===== config.mk =====
export PLATFORM = sky130hd
export DESIGN_NAME = mf3_out_skid
export DESIGN_NICKNAME = d
export VERILOG_FILES = /design/src/hdl/mf3_pkg.sv /design/src/hdl/mf3_out_skid.sv
export SDC_FILE = /design/constraint.sdc
export NUM_CORES = 1
export LEC_CHECK = 0
export ABC_AREA = 0
export BUFFER_PORTS_ARGS = -buffer_cell sky130_fd_sc_hd__buf_2
export CORE_ASPECT_RATIO = 1.25
export CORE_UTILIZATION = 28
export DETAILED_ROUTE_END_ITERATION = 8
export PLACE_DENSITY_LB_ADDON = 0.12
export RECOVER_POWER = 25
export SYNTH_ARGS = -nofsm -noshare
export SYNTH_HDL_FRONTEND = slang
export SYNTH_SLANG_ARGS = --single-unit

===== constraint.sdc =====
create_clock -name clk -period 3.2 [get_ports clk]
set_clock_uncertainty 0.2 [all_clocks]
set_input_delay 0.96 -clock clk [delete_from_list [all_inputs] [get_ports clk]]
set_output_delay 0.96 -clock clk [all_outputs]
set_load 0.05 [all_outputs]

===== src/hdl/mf3_pkg.sv =====
`timescale 1ns / 1ps
// mf3_pkg: shared widths, constants and types for the 3x3 median filter.
// No dependencies; imported by every module of the block except mf3_ram.
package mf3_pkg;

	localparam int PIX_W            = 8;
	localparam int POS_W            = 11;
	localparam int CFG_W            = 12;
	localparam int APB_DATA_W       = 32;
	localparam int APB_ADDR_W       = 3;

	localparam int DEF_MAX_WIDTH    = 2048;
	localparam int HEIGHT_LIMIT     = 2048;
	localparam int MIN_DIM          = 3;
	localparam int DEF_FRAME_WIDTH  = 1920;
	localparam int DEF_FRAME_HEIGHT = 1080;

	localparam int WIN_DIM          = 3;
	localparam int WIN_TAPS         = 9;
	localparam int MEDIAN_RANK      = 5;
	localparam int CNT_W            = $clog2(WIN_TAPS + 1);

	typedef enum logic {
		REG_FRAME_WIDTH  = 1'b0,
		REG_FRAME_HEIGHT = 1'b1
	} reg_idx_t;

	typedef logic [PIX_W-1:0] pix_t;
	typedef logic [POS_W-1:0] pos_t;
	typedef logic [WIN_TAPS-1:0][PIX_W-1:0] win_t;

	typedef struct packed {
		logic emit;
		logic zero;
		logic done;
		pos_t row;
		pos_t col;
	} meta_t;

	typedef struct packed {
		pix_t filtered;
		pos_t row;
		pos_t col;
		logic done;
	} res_t;

endpackage


===== src/hdl/mf3_out_skid.sv =====
`timescale 1ns / 1ps
// mf3_out_skid: output register plus one skid entry; stalls the pipeline when the skid fills.
// Depends on mf3_pkg.
module mf3_out_skid (
	input  logic         clk,
	input  logic         arst_n,
	input  logic         push_valid,
	input  mf3_pkg::res_t push_data,
	output logic         en,
	output logic         out_valid,
	input  logic         out_ready,
	output mf3_pkg::res_t out_data
);

	import mf3_pkg::*;

	logic ov_q, sv_q;
	res_t od_q, sd_q;
	logic push;

	assign en   = !sv_q;
	assign push = push_valid && en;

	always_ff @(posedge clk or negedge arst_n) begin
		if (!arst_n) begin
			ov_q <= 1'b0;
			sv_q <= 1'b0;
		end else if (sv_q) begin
			if (out_ready) begin
				sv_q <= 1'b0;
			end
		end else if (push) begin
			if (!ov_q || out_ready) begin
				ov_q <= 1'b1;
			end else begin
				sv_q <= 1'b1;
			end
		end else if (out_ready) begin
			ov_q <= 1'b0;
		end
	end

	always_ff @(posedge clk) begin
		if (sv_q) begin
			if (out_ready) begin
				od_q <= sd_q;
			end
		end else if (push) begin
			if (!ov_q || out_ready) begin
				od_q <= push_data;
			end else begin
				sd_q <= push_data;
			end
		end
	end

	assign out_valid = ov_q;
	assign out_data  = od_q;

	a_skid_behind_out: assert property (@(posedge clk) disable iff (!arst_n)
		sv_q |-> ov_q)
		else $error("skid: skid entry held while output register empty");

	a_skid_fill_cause: assert property (@(posedge clk) disable iff (!arst_n)
		$rose(sv_q) |-> $past(ov_q && !out_ready && push_valid))
		else $error("skid: skid filled without a blocked output");

endmodule


[After elaboration in Yosys (flattened, before gate mapping)]
Index checks and enable logic that the tools add are counted.
Widths: inputs -> output; s select.
Word-level totals
  ROM bits: 0
  output and inout bits: 33
  bits of input ports: 35
  memories kept: 0
  flip-flop bits (word level): 64
  memory bits (writable): 0
  logic and storage cells: 35
  latch bits: 0
Cells by class
  multipliers: 0
  eq/ne operators: 2
  shifts and indexed selects: 0
  multiplexer cells: 11
  magnitude comparators: 0
  bitwise operators: 2
  $add $sub $neg: 0
  div/mod/pow operators: 0
  reduce and logical (&&, ||, !) cells: 10
Operators with widths (count)
  $mux 31: 4
  $reduce_and 3->1: 3
  $mux 1: 7
  $reduce_bool 2->1: 3
  $logic_not 1->1: 2
  $ne 2x1->1 const B: 1
  $ne 2x2->1 const B: 1
  $not 1->1: 2
  $logic_and 1x1->1: 1
  $logic_or 1x1->1: 1

[Logic depth before layout (Yosys ltp)]
Gate-level depths: netlist of run 1.
  depth after elaboration: 5
  gate-level depth with buffers: 4
  gate-level depth less buffers: 2

[Least setup slack after synthesis of run 1]
No wires, ideal clock.
  kind: input port to flip-flop
  from: input out_ready
  to: register od_q, in the netlist out_data[0], enable pin
  path buffers: 0
  setup slack: 0.876 ns
  cell stages on the path: 1
  data arrival time: 1.734 ns
  cells stage by stage: o22a_1
Between the ends
  longest elaborated chain between the ends: 3
  elaborated cells between the ends (all ways): 4
  classes of those cells: eq/ne (1); reduce/logical (3)
Ends and longest elaborated chain
  start: declaration: line mf3_out_skid.sv:11  | input logic out_ready,
  $logic_or 1x1->1: line mf3_out_skid.sv:49  | if (!ov_q || out_ready) begin
  $reduce_bool 2->1 (no source line)
  $reduce_and 3->1 (no source line) *
  end signal: assignment: line mf3_out_skid.sv:46  | od_q <= sd_q;
  end signal: assignment: line mf3_out_skid.sv:50  | od_q <= push_data;
  end: declaration: line mf3_out_skid.sv:18  | res_t od_q, sd_q;
Every way passes the cells marked *; elsewhere a longest branch is shown, timed or not.
A chain may end at the register's enable or synchronous reset.

[Worst setup path in the final report of run 1]
  from: register sv_q
  to: output en
Between the ends
  longest elaborated chain between the ends: 1
Ends and longest elaborated chain
  start: declaration: line mf3_out_skid.sv:17  | logic ov_q, sv_q;
  start signal: assignment: line mf3_out_skid.sv:27  | sv_q <= 1'b0;
  start signal: assignment: line mf3_out_skid.sv:30  | sv_q <= 1'b0;
  start signal: assignment: line mf3_out_skid.sv:36  | sv_q <= 1'b1;
  $logic_not 1->1: line mf3_out_skid.sv:21  | assign en = !sv_q;
  end: declaration: line mf3_out_skid.sv:9  | output logic en,
No other way between the ends.

==> results of run 1 <==
flip-flops by register name, summed over array words and instances, names as in the netlist:
| name | count |
|---|---|
| sd_q | 31 |
| out_data | 31 |
| sv_q | 1 |
| out_valid | 1 |
final timing paths:
check / from / to / slack, ns / cells past startpoint
worst min register to register: sd_q[21]$_DFFE_PP_ / out_data[21]$_DFFE_PP_ / 0.35 / 1
worst max-delay path: sv_q$_DFF_PN0_ / en / 0.50 / 2
max in group asynchronous: arst_n / out_valid$_DFFE_PN0P_ / 2.44 / 1
min in group clk: sd_q[21]$_DFFE_PP_ / out_data[21]$_DFFE_PP_ / 0.35 / 1
worst min-delay path: arst_n / sv_q$_DFF_PN0_ / 0.22 / 1
worst max register to register: sv_q$_DFF_PN0_ / out_data[9]$_DFFE_PP_ / 0.79 / 4
per-stage QoR:
stage	area, um2	instances	hold WS [ns]
after floorplan	2474	107	0.3231
after global placement	2918	293	0.3317
after detailed placement	2918	293	0.3343
after CTS	3098	309	0.1918
after global routing	3049	309	0.2048
final	3049	309	0.2169
layer usage:
layer	routed length [um]	up-vias	share of wire
met5	0	-	0
met4	55	0	0.013
met3	305	6	0.070
met2	2169	51	0.50
met1	1839	596	0.42
li1	-	575	-
logic make-up after synthesis:
kind of cell | Yosys count | synth area share
mux | 31 | 0.1791
buf+inv | 5 | 0.02832
flops | 64 | 0.7729
compound gates | 3 | 0.009104
simple gates | 4 | 0.01062
power groups by stage:
stage | clock (mW) | combinational, mW | sequential [mW]
after floorplan | 0 | 0.126 | 1.19
after global placement | 0 | 0.338 | 1.04
after detailed placement | 0 | 0.345 | 1.05
after CTS | 0.666 | 0.345 | 1.03
after global routing | 0.707 | 0.349 | 1.03
final | 0.646 | 0.330 | 1.03
cell type report:
cell class                 instances  share of cell area
clock buffer                      12             0.04432
clock inverter                     4             0.01477
inverter                           1            0.001231
multi-input combinational         38              0.1555
sequential                        64              0.6270
tap                              120             0.04924
timing repair buffer              70              0.1079
synthesized netlist by cell type:
master | count | area (um2)
edfxtp_1 | 62 | 1862
mux2_4 | 25 | 375.4
mux2_2 | 6 | 67.56
buf_12 | 2 | 40.04
dfrtp_1 | 2 | 50.05
nor2_1 | 2 | 7.510
a21oi_1 | 1 | 5.000
a22o_1 | 1 | 8.760
and4bb_2 | 1 | 12.51
buf_6 | 1 | 11.26
buf_8 | 1 | 15.01
inv_2 | 1 | 3.750
nand2b_1 | 1 | 6.260
o22a_1 | 1 | 8.760
worst max-delay path, delay by kind of cell, from the launching register on:
family / cells / cell delay, ns
buffers and inverters: 2 / 0.30
flip-flops: 1 / 0.91
==> impl_metrics.env, run 1 <==
export IMPL_outcome="finished, final reports clean"
export IMPL_core_area_um2=8606
export IMPL_required_ns=2.04
export IMPL_grt_util_met1=0.1233
export IMPL_cts_resized=0
export IMPL_post_cts_buffers=0
export IMPL_yosysUniqueCellTypes=14
export IMPL_dr_pass1_iters=4
export IMPL_nFillCells=852
export IMPL_fin_tns_setup_ns=0
export IMPL_crit_chain="inv_2 > buf_2"
export IMPL_synth_area_um2=2474
export IMPL_criticalPathCategory="reg -> out"
export IMPL_dieArea_um2=9217
export IMPL_grt_pass1_vias=1356
export IMPL_finalWorstSetupSlack_ns=0.4993
export IMPL_register_area_um2=1912
export IMPL_slew_limit_headroom=0.4199
export IMPL_layout_common_cells="62 x edfxtp_1, 44 x buf_2, 26 x clkbuf_1, 20 x mux2_4, 9 x clkbuf_8"
export IMPL_p_sw_uw=545.9
export IMPL_diodes=0
export IMPL_max_freq_mhz=370.3
export IMPL_syn_inst=107
export IMPL_postRouteAntennaNets=0
export IMPL_pwr_share_clk=0.323
export IMPL_die_w_um=86.07
export IMPL_clock_path_buffers=2
export IMPL_port_buffers=67
export IMPL_wl_um=4370
export IMPL_synthesis_nets=142
export IMPL_ys_warn_count=0
export IMPL_period_minus_slack_ns=2.701
export IMPL_dieHeight_um=107.1
export IMPL_hp_class="in -> async"
export IMPL_post_place_ws_ns=0.8628
export IMPL_grt_setup_unrepaired="false"
export IMPL_h_tree_depth=3
export IMPL_drcViolationCount=0
export IMPL_syn_to_final_growth_pct=23.27
export IMPL_via_per_inst=3.974
export IMPL_power_total_mw=2.002
export IMPL_power_density_nw_per_um2=656.5
export IMPL_clk_latency_ns=0.33
export IMPL_ios=68
export IMPL_slowest_stage="dfrtp_1"
export IMPL_grt_first_pass_wirelength_um=7038
export IMPL_first_iter_violations=89
export IMPL_cts_hold_buf=0
export IMPL_p_leak_nw=1.119
export IMPL_clock_sinks=64
export IMPL_detail_route_wl_per_cell_um=14.14
export IMPL_hpwl_um=2940
export IMPL_swShare=0.2727
export IMPL_cts_tree="done"
export IMPL_multi_input_area_um2=474.2
export IMPL_synth_seq_cells=64
export IMPL_p_seq_frac=0.512
export IMPL_met3_usage=0.04157
export IMPL_startpoint_type="register"
export IMPL_busiest_layer="met2"
export IMPL_vdd_drop_max_v=0.0002624
export IMPL_avgSynthCellArea_um2=23.12
export IMPL_antenna_found_initial=0
export IMPL_final_common_cell="edfxtp_1"
export IMPL_gr_total_overflow=0
export IMPL_synth_seq_area_share=0.7729
export IMPL_slowest_delay_ns=0.91
export IMPL_grt_max_degree=32
export IMPL_drive_above_1_share=0.4603
export IMPL_nets=219
export IMPL_cp_max_fo=19
export IMPL_std_cell_rows=38
export IMPL_final_util=0.3543
export IMPL_vias=1228
export IMPL_clkSlewWorstSetupHoldPaths_ns=0.06
export IMPL_p_int_mw=1.456
export IMPL_worstMarginPinSlew_ns=0.8701
export IMPL_end_kind="output port"
export IMPL_grt_usage=0.1057
export IMPL_cp_arrival_ns=1.54
export IMPL_initial_utilization=0.2874
export IMPL_hold_violations=0
export IMPL_slew_viol_final=0
export IMPL_use_met2=0.1650
export IMPL_setup_violations=0
export IMPL_cts_root_buf="clkbuf_8"
export IMPL_post_route_period_util=0.8440
export IMPL_place_congestion=0.6037
export IMPL_cap_violations=0
export IMPL_cts_buffers=9
export IMPL_power_frac_comb=0.165
Power figures use the tool's default switching activity.
==> inputs of run 2 (changes only) <==
ABC_AREA = 1   (was 0)
clock period = 2.7 ns   (was 3.2 ns; I/O delays follow)
==> impl_metrics.env, run 2 <==
export IMPL_outcome="finished, final reports clean"
export IMPL_clock_path_buffers=2
export IMPL_synthesis_nets=216
export IMPL_post_route_period_util=0.8648
export IMPL_clock_sinks=64
export IMPL_synth_edf_count=62
export IMPL_wl_um=4620
export IMPL_period_minus_slack_ns=2.335
export IMPL_fin_tns_setup_ns=0
export IMPL_power_frac_comb=0.219
export IMPL_synth_area_leaders="edfxtp_1 75%, nand2_1 13%, nand2_2 4.8%, dfrtp_1 2.0%, buf_12 1.6%"
export IMPL_dr_pass1_iters=4
export IMPL_criticalPathCategory="reg -> out"
export IMPL_hold_violations=0
export IMPL_diodes=0
export IMPL_synth_area_um2=2470
export IMPL_required_ns=1.69
export IMPL_gr_total_overflow=0
export IMPL_vdd_drop_max_v=0.0003308
export IMPL_initial_utilization=0.2948
export IMPL_max_freq_mhz=428.3
export IMPL_cp_arrival_ns=1.32
export IMPL_synth_seq_area_share=0.7741
export IMPL_startpoint_type="register"
export IMPL_setup_violations=0
export IMPL_pwr_share_clk=0.295
export IMPL_drcViolationCount=0
export IMPL_p_sw_uw=832.0
export IMPL_cts_tree="done"
export IMPL_clkSlewWorstSetupHoldPaths_ns=0.07
export IMPL_cts_hold_buf=0
export IMPL_swShare=0.3197
export IMPL_post_cts_buffers=0
export IMPL_layout_common_cells="83 x nand2_1, 62 x edfxtp_1, 36 x buf_2, 34 x clkbuf_1, 19 x nand2_2"
export IMPL_ios=68
export IMPL_first_iter_violations=58
export IMPL_core_area_um2=8379
export IMPL_h_tree_depth=3
export IMPL_nFillCells=850
export IMPL_grt_setup_unrepaired="false"
export IMPL_grt_pass1_vias=1444
export IMPL_ys_async_sr_fraction=0.03125
export IMPL_p_seq_frac=0.486
export IMPL_clk_latency_ns=0.33
export IMPL_ys_warn_count=0
export IMPL_cts_resized=0
export IMPL_synthTopCellsByCount="83 x nand2_1, 62 x edfxtp_1, 19 x nand2_2"
export IMPL_cts_root_buf="clkbuf_8"
export IMPL_yosysUniqueCellTypes=11
export IMPL_syn_inst=181
export IMPL_synth_seq_cells=64
export IMPL_dieArea_um2=9203
export IMPL_grt_usage=0.1108
export IMPL_std_cell_rows=37
export IMPL_antenna_found_initial=0
export IMPL_slew_limit_headroom=0.5347
export IMPL_p_leak_nw=1.232
export IMPL_die_w_um=86.01
export IMPL_avgSynthCellArea_um2=13.65
export IMPL_end_kind="output port"
export IMPL_holdWs_ns=0.05854
export IMPL_dieHeight_um=107.0
export IMPL_p_int_mw=1.770
export IMPL_vias=1478
export IMPL_yosysMostFrequentCell="nand2_1"
export IMPL_worstMarginPinSlew_ns=0.6979
export IMPL_syn_to_final_growth_pct=22.75
export IMPL_postRouteAntennaNets=0
export IMPL_power_density_nw_per_um2=858.3
export IMPL_slew_viol_final=0
export IMPL_detail_route_wl_per_cell_um=12.22
export IMPL_place_congestion=0.7022
export IMPL_port_buffers=67
export IMPL_synth_top_cell_area_share=0.7538
export IMPL_cp_max_fo=33
export IMPL_drive_above_1_share=0.2797
export IMPL_synthFlopType="edfxtp_1"
export IMPL_grt_first_pass_wirelength_um=7286
export IMPL_grt_max_degree=36
export IMPL_cap_violations=0
export IMPL_synth_area_leader_cell="edfxtp_1"
export IMPL_final_common_cell="nand2_1"
export IMPL_nets=291
export IMPL_hpwl_um=3062
export IMPL_hp_class="in -> async"
export IMPL_cts_buffers=9
export IMPL_via_per_inst=3.910
run 2: path summary, 6_finish.rpt:
check,cells after the start,slack (ns),startpoint,to
worst max-delay path,2,0.37,sv_q$_DFF_PN0_,en
worst max register to register,5,0.44,sv_q$_DFF_PN0_,out_data[10]$_DFFE_PP_
worst min register to register,2,0.32,sd_q[21]$_DFFE_PP_,out_data[21]$_DFFE_PP_
max in group asynchronous,1,2.10,arst_n,sv_q$_DFF_PN0_
min in group clk,2,0.32,sd_q[21]$_DFFE_PP_,out_data[21]$_DFFE_PP_
worst min-delay path,1,0.06,arst_n,out_valid$_DFFE_PN0P_
run 2: power groups by stage:
stage                     sequential, mW  clock [mW]  combinational (mW)
after floorplan                     1.55           0               0.203
after global placement              1.29           0               0.586
after detailed placement            1.29           0               0.590
after CTS                           1.27       0.792               0.590
after global routing                1.27       0.835               0.619
final                               1.26       0.768               0.570
run 2: metrics by stage:
stage          instance area [um2]    util  worst slack [ns]  power (mW)  instances
6_report                      3032  0.3618            0.3651       2.602        378
5_1_grt                       3032  0.3618            0.2112       2.727        378
4_1_cts                       3073  0.3667            0.3226       2.648        378
3_5_place_dp                  2893  0.3452            0.5719       1.875        362
3_3_place_gp                  2893  0.3452            0.5957       1.874        362
2_1_floorplan                 2470       -            0.4411       1.751        181
run 2: layout make-up:
| class | instances | area [um2] | area share |
|---|---|---|---|
| Clock buffer | 12 | 135.1 | 0.04457 |
| Inverter | 5 | 26.28 | 0.008667 |
| Sequential cell | 64 | 1912 | 0.6306 |
| Timing Repair Buffer | 71 | 324.1 | 0.1069 |
| Multi-Input combinational cell | 105 | 442.9 | 0.1461 |
| Tap cell | 117 | 146.4 | 0.04829 |
| Clock inverter | 4 | 45.04 | 0.01486 |
run 2: kinds of logic (layout without fill, tap and decap cells):
kind of cell,Yosys count,count (layout),share of synthesized area
and+or+nand+nor,105,105,0.1793
DFF,64,64,0.7741
buffers and inverters,12,92,0.04660
run 2: layer usage:
layer	track usage	vias to the layer above	share of wire
met5	0	-	0
met4	0.05000	0	0.016
met3	0.03926	7	0.063
met2	0.1712	50	0.48
met1	0.1387	671	0.44
li1	-	750	-
run 2: worst max-delay path: stages (launching register included):
cell and delay [ns]:
dfrtp_1 0.44, inv_8 0.24, buf_2 0.32
