### src/hdl/mf3_pkg.sv
`timescale 1ns / 1ps
// mf3_pkg: shared widths, constants and types for the 3x3 median filter.
// No dependencies; imported by every module of the block except mf3_ram.
package mf3_pkg;

	localparam int PIX_W            = 8;
	localparam int POS_W            = 11;
	localparam int CFG_W            = 12;
	localparam int APB_DATA_W       = 32;
	localparam int APB_ADDR_W       = 3;

	localparam int DEF_MAX_WIDTH    = 2048;
	localparam int HEIGHT_LIMIT     = 2048;
	localparam int MIN_DIM          = 3;
	localparam int DEF_FRAME_WIDTH  = 1920;
	localparam int DEF_FRAME_HEIGHT = 1080;

	localparam int WIN_DIM          = 3;
	localparam int WIN_TAPS         = 9;
	localparam int MEDIAN_RANK      = 5;
	localparam int CNT_W            = $clog2(WIN_TAPS + 1);

	typedef enum logic {
		REG_FRAME_WIDTH  = 1'b0,
		REG_FRAME_HEIGHT = 1'b1
	} reg_idx_t;

	typedef logic [PIX_W-1:0] pix_t;
	typedef logic [POS_W-1:0] pos_t;
	typedef logic [WIN_TAPS-1:0][PIX_W-1:0] win_t;

	typedef struct packed {
		logic emit;
		logic zero;
		logic done;
		pos_t row;
		pos_t col;
	} meta_t;

	typedef struct packed {
		pix_t filtered;
		pos_t row;
		pos_t col;
		logic done;
	} res_t;

endpackage

### src/hdl/mf3_median.sv
`timescale 1ns / 1ps
// mf3_median: two-stage rank select of the 3x3 window (compare matrix, then count/select).
// Depends on mf3_pkg.
module mf3_median (
	input  logic          clk,
	input  logic          arst_n,
	input  logic          en,
	input  logic          v_in,
	input  mf3_pkg::win_t  win,
	input  mf3_pkg::meta_t meta_in,
	output logic          res_valid,
	output mf3_pkg::res_t  res
);

	import mf3_pkg::*;

	logic [WIN_TAPS-1:0][WIN_TAPS-1:0] lt_c, lt_s3;
	win_t  win_s3;
	meta_t meta_s3, meta_s4;
	logic  v_s3, v_s4;
	pix_t  med_c, med_s4;

	// lt[a][b]: tap b is strictly below tap a
	always_comb begin
		for (int a = 0; a < WIN_TAPS; a++) begin
			for (int b = 0; b < WIN_TAPS; b++) begin
				lt_c[a][b] = (win[b] < win[a]);
			end
		end
	end

	always_comb begin
		logic [WIN_TAPS-1:0] above_vec;
		logic [CNT_W-1:0]    below, above;
		med_c = '0;
		for (int a = WIN_TAPS - 1; a >= 0; a--) begin
			for (int b = 0; b < WIN_TAPS; b++) begin
				above_vec[b] = lt_s3[b][a];
			end
			below = CNT_W'($countones(lt_s3[a]));
			above = CNT_W'($countones(above_vec));
			if (below < CNT_W'(MEDIAN_RANK) && above <= CNT_W'(WIN_TAPS - MEDIAN_RANK)) begin
				med_c = win_s3[a];
			end
		end
	end

	always_ff @(posedge clk or negedge arst_n) begin
		if (!arst_n) begin
			v_s3 <= 1'b0;
			v_s4 <= 1'b0;
		end else if (en) begin
			v_s3 <= v_in;
			v_s4 <= v_s3;
		end
	end

	always_ff @(posedge clk) begin
		if (en) begin
			lt_s3   <= lt_c;
			win_s3  <= win;
			meta_s3 <= meta_in;
			med_s4  <= med_c;
			meta_s4 <= meta_s3;
		end
	end

	assign res_valid    = v_s4 && meta_s4.emit;
	assign res.filtered = meta_s4.zero ? '0 : med_s4;
	assign res.row      = meta_s4.row;
	assign res.col      = meta_s4.col;
	assign res.done     = meta_s4.done;

	a_two_advances_reach_s4: assert property (@(posedge clk) disable iff (!arst_n)
		(en && v_in) ##1 en |=> v_s4)
		else $error("median: request lost between window and result stage");

endmodule

### config.mk
export PLATFORM = sky130hd
export DESIGN_NAME = mf3_median
export DESIGN_NICKNAME = d
export VERILOG_FILES = /design/src/hdl/mf3_pkg.sv /design/src/hdl/mf3_median.sv
export SDC_FILE = /design/constraint.sdc
export NUM_CORES = 1
export LEC_CHECK = 0
export ABC_AREA = 1
export BUFFER_PORTS_ARGS = -buffer_cell sky130_fd_sc_hd__buf_2
export CAP_MARGIN = 20
export CORE_UTILIZATION = 60
export CTS_BUF_LIST = sky130_fd_sc_hd__clkbuf_4
export DETAILED_ROUTE_END_ITERATION = 8
export GPL_ROUTABILITY_DRIVEN = 0
export HOLD_SLACK_MARGIN = 0.02
export PLACE_DENSITY = 0.79
export SYNTH_ARGS = -nofsm -noshare
export SYNTH_HDL_FRONTEND = slang
export SYNTH_SLANG_ARGS = --single-unit
### constraint.sdc
create_clock -name clk -period 10.6 [get_ports clk]
set_clock_uncertainty 0.1 [all_clocks]
set_input_delay 1.06 -clock clk [delete_from_list [all_inputs] [get_ports clk]]
set_output_delay 1.06 -clock clk [all_outputs]
set_load 0.05 [all_outputs]
=== Yosys cells after proc, flatten, opt, wreduce, memory -nomap -nowiden ===
Index checks and enable logic that the tools add are counted.

* Register bits: 213
* Output and inout port bits: 32
* Input bits: 101

* Order comparisons: 99
* $add $sub $neg: 144
* Muxes and demuxes: 10
* Reduce and logical (&&, ||, !) cells: 10

{| class="wikitable"
|+ Operator list
! operator !! count
|-
| $lt A8 B8 Y1 || 81
|-
| $add A1 B1 Y2 || 72
|-
| $add A2 B2 Y3 || 36
|-
| $mux W8 || 10
|-
| $add A3 B3 Y4 || 18
|-
| $add A4 B1 Y4 || 18
|-
| $le A4 B3 Y1 const B || 9
|-
| $lt A4 B3 Y1 const B || 9
|-
| $logic_and A1 B1 Y1 || 10
|}

=== Logic depth before layout (Yosys ltp) ===
Gate-level depths: netlist of run 1.

* Word-level depth: 15
* Mapped depth: 25

=== Worst setup path before layout of run 1 ===
Ideal clock, no wire load.

* Path type: reg2reg
* Start point: register lt_s3[4] in the netlist's numbering
* End point: register med_s4[0], data pin
* Setup slack: 6.688 ns
* Stages on the path, launching flop included: 19
* Arrival time: 3.560 ns
* Path buffers: 1
* Library setup time: 0.252 ns
* Path through: edfxtp_1 > fa_1 > inv_1 > fa_1 > fa_1 > inv_1 > ha_1 > fa_1 > o21ai_2 > nor2_2 > nor3_4 > buf_6 > a21oi_1 > nand2_1 > nand2_1 > nand2_1 > nand2_1 > nand2_1 > nand2_1

* Word-level cells in the longest chain between the ends: 11

{| class="wikitable"
|+ RTL lines
! what !! line !! text
|-
| start: declaration || mf3_median.sv:17 || <nowiki>logic [WIN_TAPS-1:0][WIN_TAPS-1:0] lt_c, lt_s3;</nowiki>
|-
| start signal: assignment || mf3_median.sv:60 || <nowiki>lt_s3 <= lt_c;</nowiki>
|-
| $add A1 B1 Y2 (not written as such) || mf3_median.sv:41 || <nowiki>above = CNT_W'($countones(above_vec));</nowiki>
|-
| $add A2 B2 Y3 (not written as such) || mf3_median.sv:41 ||
|-
| $add A3 B3 Y4 (not written as such) || mf3_median.sv:41 ||
|-
| $add A4 B1 Y4 (not written as such) || mf3_median.sv:41 ||
|-
| $le A4 B3 Y1 || mf3_median.sv:42 || <nowiki>if (below < CNT_W'(MEDIAN_RANK) && above <= CNT_W'(WIN_TAPS - MEDIAN_RANK)) begin</nowiki>
|-
| $logic_and A1 B1 Y1 || mf3_median.sv:42 ||
|-
| $mux W8 (4 in a row) || mf3_median.sv:42 ||
|-
| $mux W8 (*) || mf3_median.sv:42 ||
|-
| via med_c[0] || mf3_median.sv:21 || <nowiki>pix_t med_c, med_s4;</nowiki>
|-
| end signal: assignment || mf3_median.sv:63 || <nowiki>med_s4 <= med_c;</nowiki>
|-
| end: declaration || mf3_median.sv:21 ||
|}

Mark *: on every way through the listed nets, which the timed path passes. The rest lies on a longest branch.
A chain may end at the register's enable or synchronous reset.

=== Final worst setup path of run 1 ===
* Start point: register lt_s3[4] in the netlist's numbering
* End point: register med_s4[2], data pin

The elaborated chain is that of the path after synthesis.

==> impl_results.md, run 1 <==
- DR vias/cell: around 5.7
- Number of H-tree levels: 2
- Most numerous cell in the Yosys netlist: ha_1
- Die Y: 170 um
- Row count: between 60 and 70
- Post-DP HPWL: 36100 um
- Via Count: ~13000
- Register area share after synthesis: 0.360
- Post-Synthesis Cells: around 1700
- FMAX: roughly 230 MHz
- Mapped Avg Cell Area: about 10 um^2
- Initial DRT Pass Iterations: 5
- DRT iter0 DRCs: 1069
- Largest net degree at the start of global routing: ~130
- Synth top area share: 0.357
- Tcrit/Tclk final: 0.415
- Power, Total: ~3.7 mW
- Hold depth: 0
- Drt drc: 0
- Fillers: approximately 2100
- WP data required: 10.95 ns
- Total Routing Usage GR: 0.320
- WL/cell: between 15 and 20 um
- FF/Latch Area: between 6000 and 7000 um^2
- # Max-Cap Violations: 0
- Final Instance Area: approximately 19000 um^2
- Vias in the first global route: ~13000
- Final hold viol count: 0
- Starting Density: 0.610
- Yosys cell types: 36
- Post-cts resize count: 0
- # setup viols final: 0
- Clk slew on worst S/H paths: approximately 0.060 ns
- Min-delay src: meta_s3[12]
- PD cells: 198 nW/um^2
- Number of flops mapped to enable cells by yosys: 202
- Clock buffer depth: 3
- Max_slew headroom: 0.292
- Synth top cells by count: ha_1, inv_1, nand2_1
- Io pins: about 130
- CP Capture Type: flip-flop
- Die width: ~170 um
- Crit path max fanout: 16
- Root buffer cell: clkbuf_4
- First-pass GRT wire length: between 60000 and 70000 um
- Leading area contributor after synthesis: edfxtp_1
- FF-to-FF path depth: 17
- Status: complete, no violations
- Num CTS Buffers: 55
- Overflow after GRT: 0
- #FFs+latches synth: 204
- Top cells by area, synth: edfxtp_1, ha_1, fa_1, inv_1, a21oi_1
- Number of routed nets with antenna violations: 0
- Area after DPL: between 15000 and 20000 um^2
- Nets: 2398
- Die area: between 20000 and 30000 um^2
- Synth-to-Final Area Change: 9.38%
- Setup_tns: 0 ns
- IO buf count: approximately 130
- Synthesized net count: 2236
- Worst VDD drop: ~130 uV
- Critical Path AT: 4.75 ns
- RR Endpoint: med_s4[2]
- Hold Path End: res[13]
- Final core utilization: 0.667
- Antenna violations before repair: 1
- Cell Area, Synth: between 15000 and 20000 um^2
- Share of cells above drive strength 1: 0.135
- Multi-input gate area: roughly 9400 um^2
- Final count of pins violating max slew: 0
- Clk sinks: roughly 200
- Leak: just over 9 nW
- R2R Setup Slk: just over 6 ns
- Async SR Flop Fraction: 0.00980
- Core Area: 27900 um^2
- Slew @ Worst Pin: roughly 1.1 ns
- RSZ-0062 raised after global routing: false
- Most used DFF post-synth: edfxtp_1
- Critical Path Source Type: flip-flop
- CTS tree: done
- Final min period: approximately 4.4 ns
- Hold Crit Class: flip-flop to flip-flop
- Drt total wl: 45100 um
- Crit Path Category: flip-flop to flip-flop
- R2r startpoint: lt_s3[4]
- Clk_lat worst skew: just under 0.7 ns
- Yosys warns: 0
==> logic make-up (layout without fill, tap and decap cells) <==
group,after synthesis,count (layout),synth area share
XOR/XNOR,6,6,0.00309
flip-flops,204,204,0.360
other,0,1,0
AO/OA/AOI/OAI,298,298,0.103
buffers and inverters,348,547,0.0843
adder cells (fa/ha/maj),422,422,0.343
AND/OR/NAND/NOR,435,435,0.108
==> stage by stage <==
| step | setup WS [ns] | cells | hold WS [ns] |
|---|---|---|---|
| after floorplan | 6.69 | 1713 | 0.300 |
| after global placement | 6.33 | 2195 | 0.300 |
| after detailed placement | 6.20 | 2195 | 0.305 |
| after CTS | 6.20 | 2290 | 0.313 |
| after global routing | 5.90 | 2291 | 0.300 |
| final | 6.20 | 2291 | 0.317 |
==> worst max-delay path: stages, from the launching register on <==
cell and delay (ns):
edfxtp_1 0.44, fa_1 0.55, inv_1 0.05, fa_1 0.45, fa_1 0.49, inv_1 0.04, ha_1 0.20, fa_1 0.45
o21ai_2 0.16, nor2_2 0.06, nor3_4 0.64, a21oi_1 0.14, nand2_1 0.11, nand2_1 0.05, nand2_1 0.07, nand2_1 0.06
nand2_1 0.06, nand2_1 0.05
==> area by class of cell <==
class | count | area share
Clock inverter | 18 | 0.00444
Clock buffer | 76 | 0.0307
Timing Repair Buffer | 134 | 0.0370
Inverter | 319 | 0.0652
Tap cell | 378 | 0.0254
Antenna cell | 1 | 0.000135
Multi-Input combinational cell | 1161 | 0.508
Sequential cell | 204 | 0.329
==> flip-flops by register name, summed over array words and instances (netlist names) <==
register / count
v_s3: 1
res: 23
meta_s4: 2
lt_s3: 72
meta_s3: 25
v_s4: 1
win_s3: 72
med_s4: 8
==> routing by layer <==
layer  vias up  global-route usage  part of all wire
met4         0               0.157             0.045
met2       681               0.521              0.46
li1       6177                   -                 -
met1      6123               0.414              0.39
met3       149              0.0540              0.10
met5         -                   0                 0
==> layout by cell type, fill, tap and decap left out, drive strengths merged <==
cell           n
nand2        258
ha           350
xnor2          3
o22ai          2
buf          132
clkinv        16
edfxtp       202
dlygate4sd3    1
bufinv         1
nand4          3
o21a          23
nand3         46
a21oi        206
o221a         23
nor2          92
inv          320
dfrtp          2
a211o         11
or2            2
clkbuf        77
o21ai         33
fa            72
nor3          34
diode          1
xor2           3
==> report_power, final <==
part	switching [mW]	leakage, nW	total (mW)	internal [mW]
Sequential	0.0546	2.00	1.07	1.01
Combinational	1.25	6.90	1.95	0.695
Clock	0.331	0.395	0.663	0.331
Total	1.64	9.30	3.68	2.04
==> worst max path at each step <==
stage,startpoint,endpoint,slack [ns],cells after the start
6_report,lt_s3[4],med_s4[2],6.20,17
3_3_place_gp,lt_s3[4],med_s4[1],6.33,17
4_1_cts,lt_s3[4],med_s4[1],6.20,17
2_1_floorplan,lt_s3[4],med_s4[0],6.69,18
3_5_place_dp,lt_s3[4],med_s4[4],6.20,17
5_1_grt,lt_s3[4],med_s4[2],5.90,17
==> repair_timing <==
item | in CTS | in global routing
setup buffers | 0 | 0
endpoints found under the hold margin | 2 | 0
hold buffers | 1 | 0
Note: power is estimated with default switching activity, not from simulation.
==> inputs of run 2 (changes only) <==
Clock period 10.6 ns to 4.1 ns, I/O delays scaled along.
==> impl_results.md, run 2 (same netlist as run 1, synthesis figures left out) <==
- Clock buffer depth: 3
- Fin Hold WS: ~0.30 ns
- Root buffer cell: clkbuf_4
- Fillers: just under 2000
- Die Y: between 150 and 200 um
- Leak: between 9 and 10 nW
- Final core utilization: 0.723
- FF/Latch Area: a little over 6000 um^2
- Antenna violations before repair: 2
- Largest net degree at the start of global routing: 89
- Crit path max fanout: 4
- Final min period: approximately 4.2 ns
- Hold Crit Class: input pin to flip-flop
- Switch Pwr: 4.66 mW
- RSZ-0062 raised after global routing: true
- Drt drc: 0
- Core Area: about 28000 um^2
- # setup viols final: 8
- Failing checks: setup timing
- Fin worst setup slack: -0.0865 ns
- Final count of pins violating max slew: 0
- Nets: ~2500
- Io pins: approximately 130
- Clk sinks: approximately 200
- CTS tree: done
- WP data required: around 4.5 ns
- # Max-Cap Violations: 0
- Share of cells above drive strength 1: 0.166
- Clk_lat worst skew: approximately 0.73 ns
- Row count: a little over 60
- Commonest non-fill, non-tap cells in the layout: ha_1, inv_1, nand2_1
- Status: finished with violations
- First-pass GRT wire length: 74100 um
- Worst path slowest cell: fa_1
- Clk slew on worst S/H paths: ~0.070 ns
- Largest stage delay on the critical path: 0.54 ns
- Cell internal pwr: just under 6 mW
- Crit Path Category: flip-flop to flip-flop
- Top flop regs: lt_s3: 72 flops, win_s3: 72 flops, meta_s3: 25 flops
- Multi-input gate area: around 9700 um^2
- Max_slew headroom: 0.502
- Starting Density: 0.610
- Tcrit/Tclk final: 1.02
- Critical Path Source Type: flip-flop
- Seq pwr share: 0.263
- Total Routing Usage GR: 0.344
- Drt total wl: ~50000 um
- Setup_tns: -0.381 ns
- WL/cell: a little over 20 um
- Slew @ Worst Pin: 0.747 ns
- Die width: about 170 um
- Die area: approximately 29000 um^2
- Comb pwr share: 0.561
- Power, Total: 10.6 mW
- Top cell by count, worst path: nand2_1
- FMAX: roughly 240 MHz
- Post-DP HPWL: 36400 um
- IO buf count: between 100 and 150
- DR vias/cell: 5.82
- Worst VDD drop: around 380 uV
- Overflow after GRT: 0
- Num CTS Buffers: 54
- Via Count: about 14000
- Commonest non-fill, non-tap cell in the layout: ha_1
- Sw frac: 0.441
- Number of H-tree levels: 2
- Synth-to-Final Area Change: 18.5%
- Critical Path AT: roughly 4.6 ns
- CP cell instances: fa_1, inv_1, fa_1, inv_2, ha_4, fa_2, fa_1, or2_1, nand3_4, nand2_4, buf_4, nor3_1, nor2_1, nand2_1, nand2_1, nand2_1, nand2_1, nand2_1, nand2_1, nand2_1, nand2_1
- Final hold viol count: 0
- Vias in the first global route: 13696
- Number of routed nets with antenna violations: 0
- Initial DRT Pass Iterations: 6
- CP Capture Type: flip-flop
- PD cells: about 520 nW/um^2
- DRT iter0 DRCs: between 1000 and 1500
- Clock power frac: 0.176
## run 2: timing repair
action / in CTS / in global routing
hold endpoints to repair: 100 / 0
pin swaps: 12 / 18
endpoints found under the setup margin: 8 / 8
setup buffers: 10 / 13
cloned: 2 / 0
gates resized for setup: 21 / 27
hold buffers: 100 / 0
## run 2: power groups by stage
stage,combinational [mW],clock [mW],sequential (mW)
2_1_floorplan,3.70,0,2.74
3_3_place_gp,4.82,0,2.82
3_5_place_dp,5.09,0,2.82
4_1_cts,5.47,1.87,2.78
5_1_grt,6.59,1.97,2.80
6_report,5.93,1.86,2.78
## run 2: path summary, 6_finish.rpt
kind | startpoint | end | slack (ns) | depth (start not counted)
min in group asynchronous | arst_n | v_s4 | 0.51 | 3
max reg2reg | lt_s3[54] | med_s4[1] | -0.09 | 21
min reg2reg | meta_s3[7] | res[8] | 0.31 | 0
max | lt_s3[54] | med_s4[1] | -0.09 | 21
max in group asynchronous | arst_n | v_s3 | 3.26 | 3
min | en | res[2] | 0.30 | 1
## run 2: layout make-up
cell class,instances,share of cell area
inverter,319,0.0603
antenna,1,0.000124
timing repair buffer,268,0.0984
multi-input combinational,1163,0.479
tap,378,0.0235
clock buffer,83,0.0309
clock inverter,13,0.00385
sequential,204,0.304
## run 2: stage by stage
| stage | setup slack [ns] | instances | instance area (um^2) |
|---|---|---|---|
| after CTS | -0.0329 | 2415 | 19900 |
| final | -0.0865 | 2429 | 20100 |
| after global placement | -0.0132 | 2207 | 18000 |
| after global routing | -0.260 | 2429 | 20100 |
| after detailed placement | -0.123 | 2207 | 18000 |
| after floorplan | 0.188 | 1713 | 17000 |
## run 2: metal layers
metal  global-route usage  part of all wire  up-vias
met5                    0                 0        -
met4                0.196             0.062        0
met3               0.0667              0.10      224
met2                0.561              0.46      887
met1                0.428              0.37     6558
li1                     -                 -     6464
## run 2: worst max-delay path: cells and delay by family, from the launching register on
kind          cells  cell delay, ns
fa+ha+maj         5            2.05
simple gates     13            1.10
buf+inv           3            0.27
flops             1            0.42
==> inputs of run 3 (changes only) <==
Settings changed: RECOVER_POWER set to 50.
==> impl_results.md, run 3 (same netlist as run 1, synthesis figures left out) <==
- Status: finished with violations
- Failing checks: capacitance limit, slew limit, setup timing
- Clk sinks: 204
- Via Count: approximately 14000
- Overflow after GRT: 0
- Worst VDD drop: about 370 uV
- Starting Density: 0.610
- Total Routing Usage GR: 0.344
- Number of routed nets with antenna violations: 0
- Synth-to-Final Area Change: 17.8%
- Seq pwr share: 0.264
- Initial DRT Pass Iterations: 6
- Largest net degree at the start of global routing: 89
- Die Y: 170 um
- Max_slew headroom: -0.500
- Crit path max fanout: 4
- Fillers: 1998
- Critical Path Source Type: flip-flop
- Final hold viol count: 0
- Last element of the critical path: med_s4[1]
- CP Capture Type: flip-flop
- Die area: 29000 um^2
- First-pass GRT wire length: 74100 um
- Num CTS Buffers: 54
- Share of cells above drive strength 1: 0.131
- Commonest non-fill, non-tap cell in the layout: ha_1
- Root buffer cell: clkbuf_4
- R2R Setup Slk: -0.09 ns
- Clk_lat worst skew: 0.72 ns
- Vias in the first global route: between 10000 and 15000
- WL/cell: 20.4 um
- CTS tree: done
- Nets: approximately 2500
- Antenna violations before repair: 2
- Comb pwr share: 0.560
- Cell internal pwr: between 5 and 6 mW
- Drt total wl: around 49000 um
- Leak: 9.73 nW
- Final min period: between 4 and 5 ns
- WP data required: 4.46 ns
- CP startpoint: lt_s3[54]
- DRT iter0 DRCs: 1267
- Top flop regs: lt_s3: 72 flops, win_s3: 72 flops, meta_s3: 25 flops
- Tcrit/Tclk final: 1.02
- Clock power frac: 0.176
- Switch Pwr: 4.66 mW
- IO buf count: 132
- Hold Crit Class: flip-flop to flip-flop
- RSZ-0062 raised after global routing: true
- Core Area: between 20000 and 30000 um^2
- Io pins: about 130
- Commonest non-fill, non-tap cells in the layout: ha_1, inv_1, nand2_1
- Post-DP HPWL: roughly 36000 um
- Row count: between 60 and 70
- Critical Path AT: ~4.6 ns
- # Max-Cap Violations: 2
- Fin cells: 2429
- DR vias/cell: a little under 6
- Fin worst setup slack: -0.0922 ns
- Crit Path Category: flip-flop to flip-flop
- FMAX: between 200 and 250 MHz
- Number of H-tree levels: 2
- Drt drc: 0
- Cells after DPL: between 2000 and 2500
- Slew @ Worst Pin: 2.25 ns
- Clk slew on worst S/H paths: 0.07 ns
- R2r startpoint: lt_s3[54]
- FF-to-FF path depth: 21
- Setup_tns: -0.354 ns
- Clock buffer depth: 3
- Final count of pins violating max slew: between 150 and 200
- Sw frac: 0.441
- # setup viols final: 8
- PD cells: 527 nW/um^2
- Die width: 170 um
- RR Endpoint: med_s4[1]
- Pre-CTS setup slack: -0.123 ns
[run 3: layer usage]
layer  vias to the layer above  global-route usage  wire length, um
met5                         -                   0                0
met4                         0               0.196             3150
met3                       237              0.0667             5020
met2                       871               0.561            22700
met1                      6547               0.428            18600
li1                       6466                   -                -
[run 3: worst min-delay path by stage]
stage               depth (start not counted)   startpoint          end  slack, ns
floorplan                                   0       arst_n         v_s3       0.01
global placement                            1       arst_n         v_s4       0.09
detailed placement                          1       arst_n         v_s3       0.10
CTS                                         1           en   meta_s3[2]       0.28
global route                                2  meta_in[10]  meta_s3[10]       0.31
finish                                      0   meta_s3[7]       res[8]       0.31
[run 3: layout make-up]
class	instances	area (um^2)	area share
multi-input combinational	1163	9650	0.482
sequential	204	6120	0.305
timing repair buffer	268	1870	0.0933
inverter	319	1210	0.0606
clock buffer	83	623	0.0311
tap	378	473	0.0236
clock inverter	13	77.6	0.00387
antenna	1	2.50	0.000125
[run 3: metrics by stage]
stage          hold WS (ns)  utilization  total power [mW]  cell area (um^2)
3_3_place_gp         0.0942        0.648              7.64             18000
2_1_floorplan        0.0144            -              6.44             17000
5_1_grt               0.309        0.719              11.3             20000
4_1_cts               0.281        0.715              10.1             19900
6_report              0.308        0.719              10.6             20000
3_5_place_dp          0.101        0.648              7.92             18000
[run 3: power by group through the flow]
stage	Clock (mW)	Sequential [mW]	Combinational (mW)
floorplan	0	2.74	3.70
global placement	0	2.82	4.82
detailed placement	0	2.82	5.09
CTS	1.87	2.78	5.47
global route	1.97	2.80	6.58
finish	1.86	2.79	5.91
[run 3: timing repair]
action | 4_1_cts | 5_1_grt
setup endpoints to repair | 8 | 8
endpoints found under the hold margin | 100 | 0
pin swaps | 12 | 18
resized for setup | 21 | 27
gates cloned | 2 | 0
hold buffers | 100 | 0
setup buffers | 10 | 13
[run 3: worst max-delay path: stages (launching register included)]
cell	delay, ns
edfxtp_1	0.42
fa_1	0.54
inv_1	0.05
fa_1	0.50
inv_2	0.06
ha_4	0.21
fa_2	0.37
fa_1	0.42
or2_1	0.27
nand3_4	0.10
nand2_4	0.09
buf_4	0.16
nor3_1	0.13
nor2_1	0.06
nand2_1	0.07
nand2_1	0.06
nand2_1	0.08
nand2_1	0.06
nand2_1	0.05
nand2_1	0.05
nand2_1	0.05
nand2_1	0.04
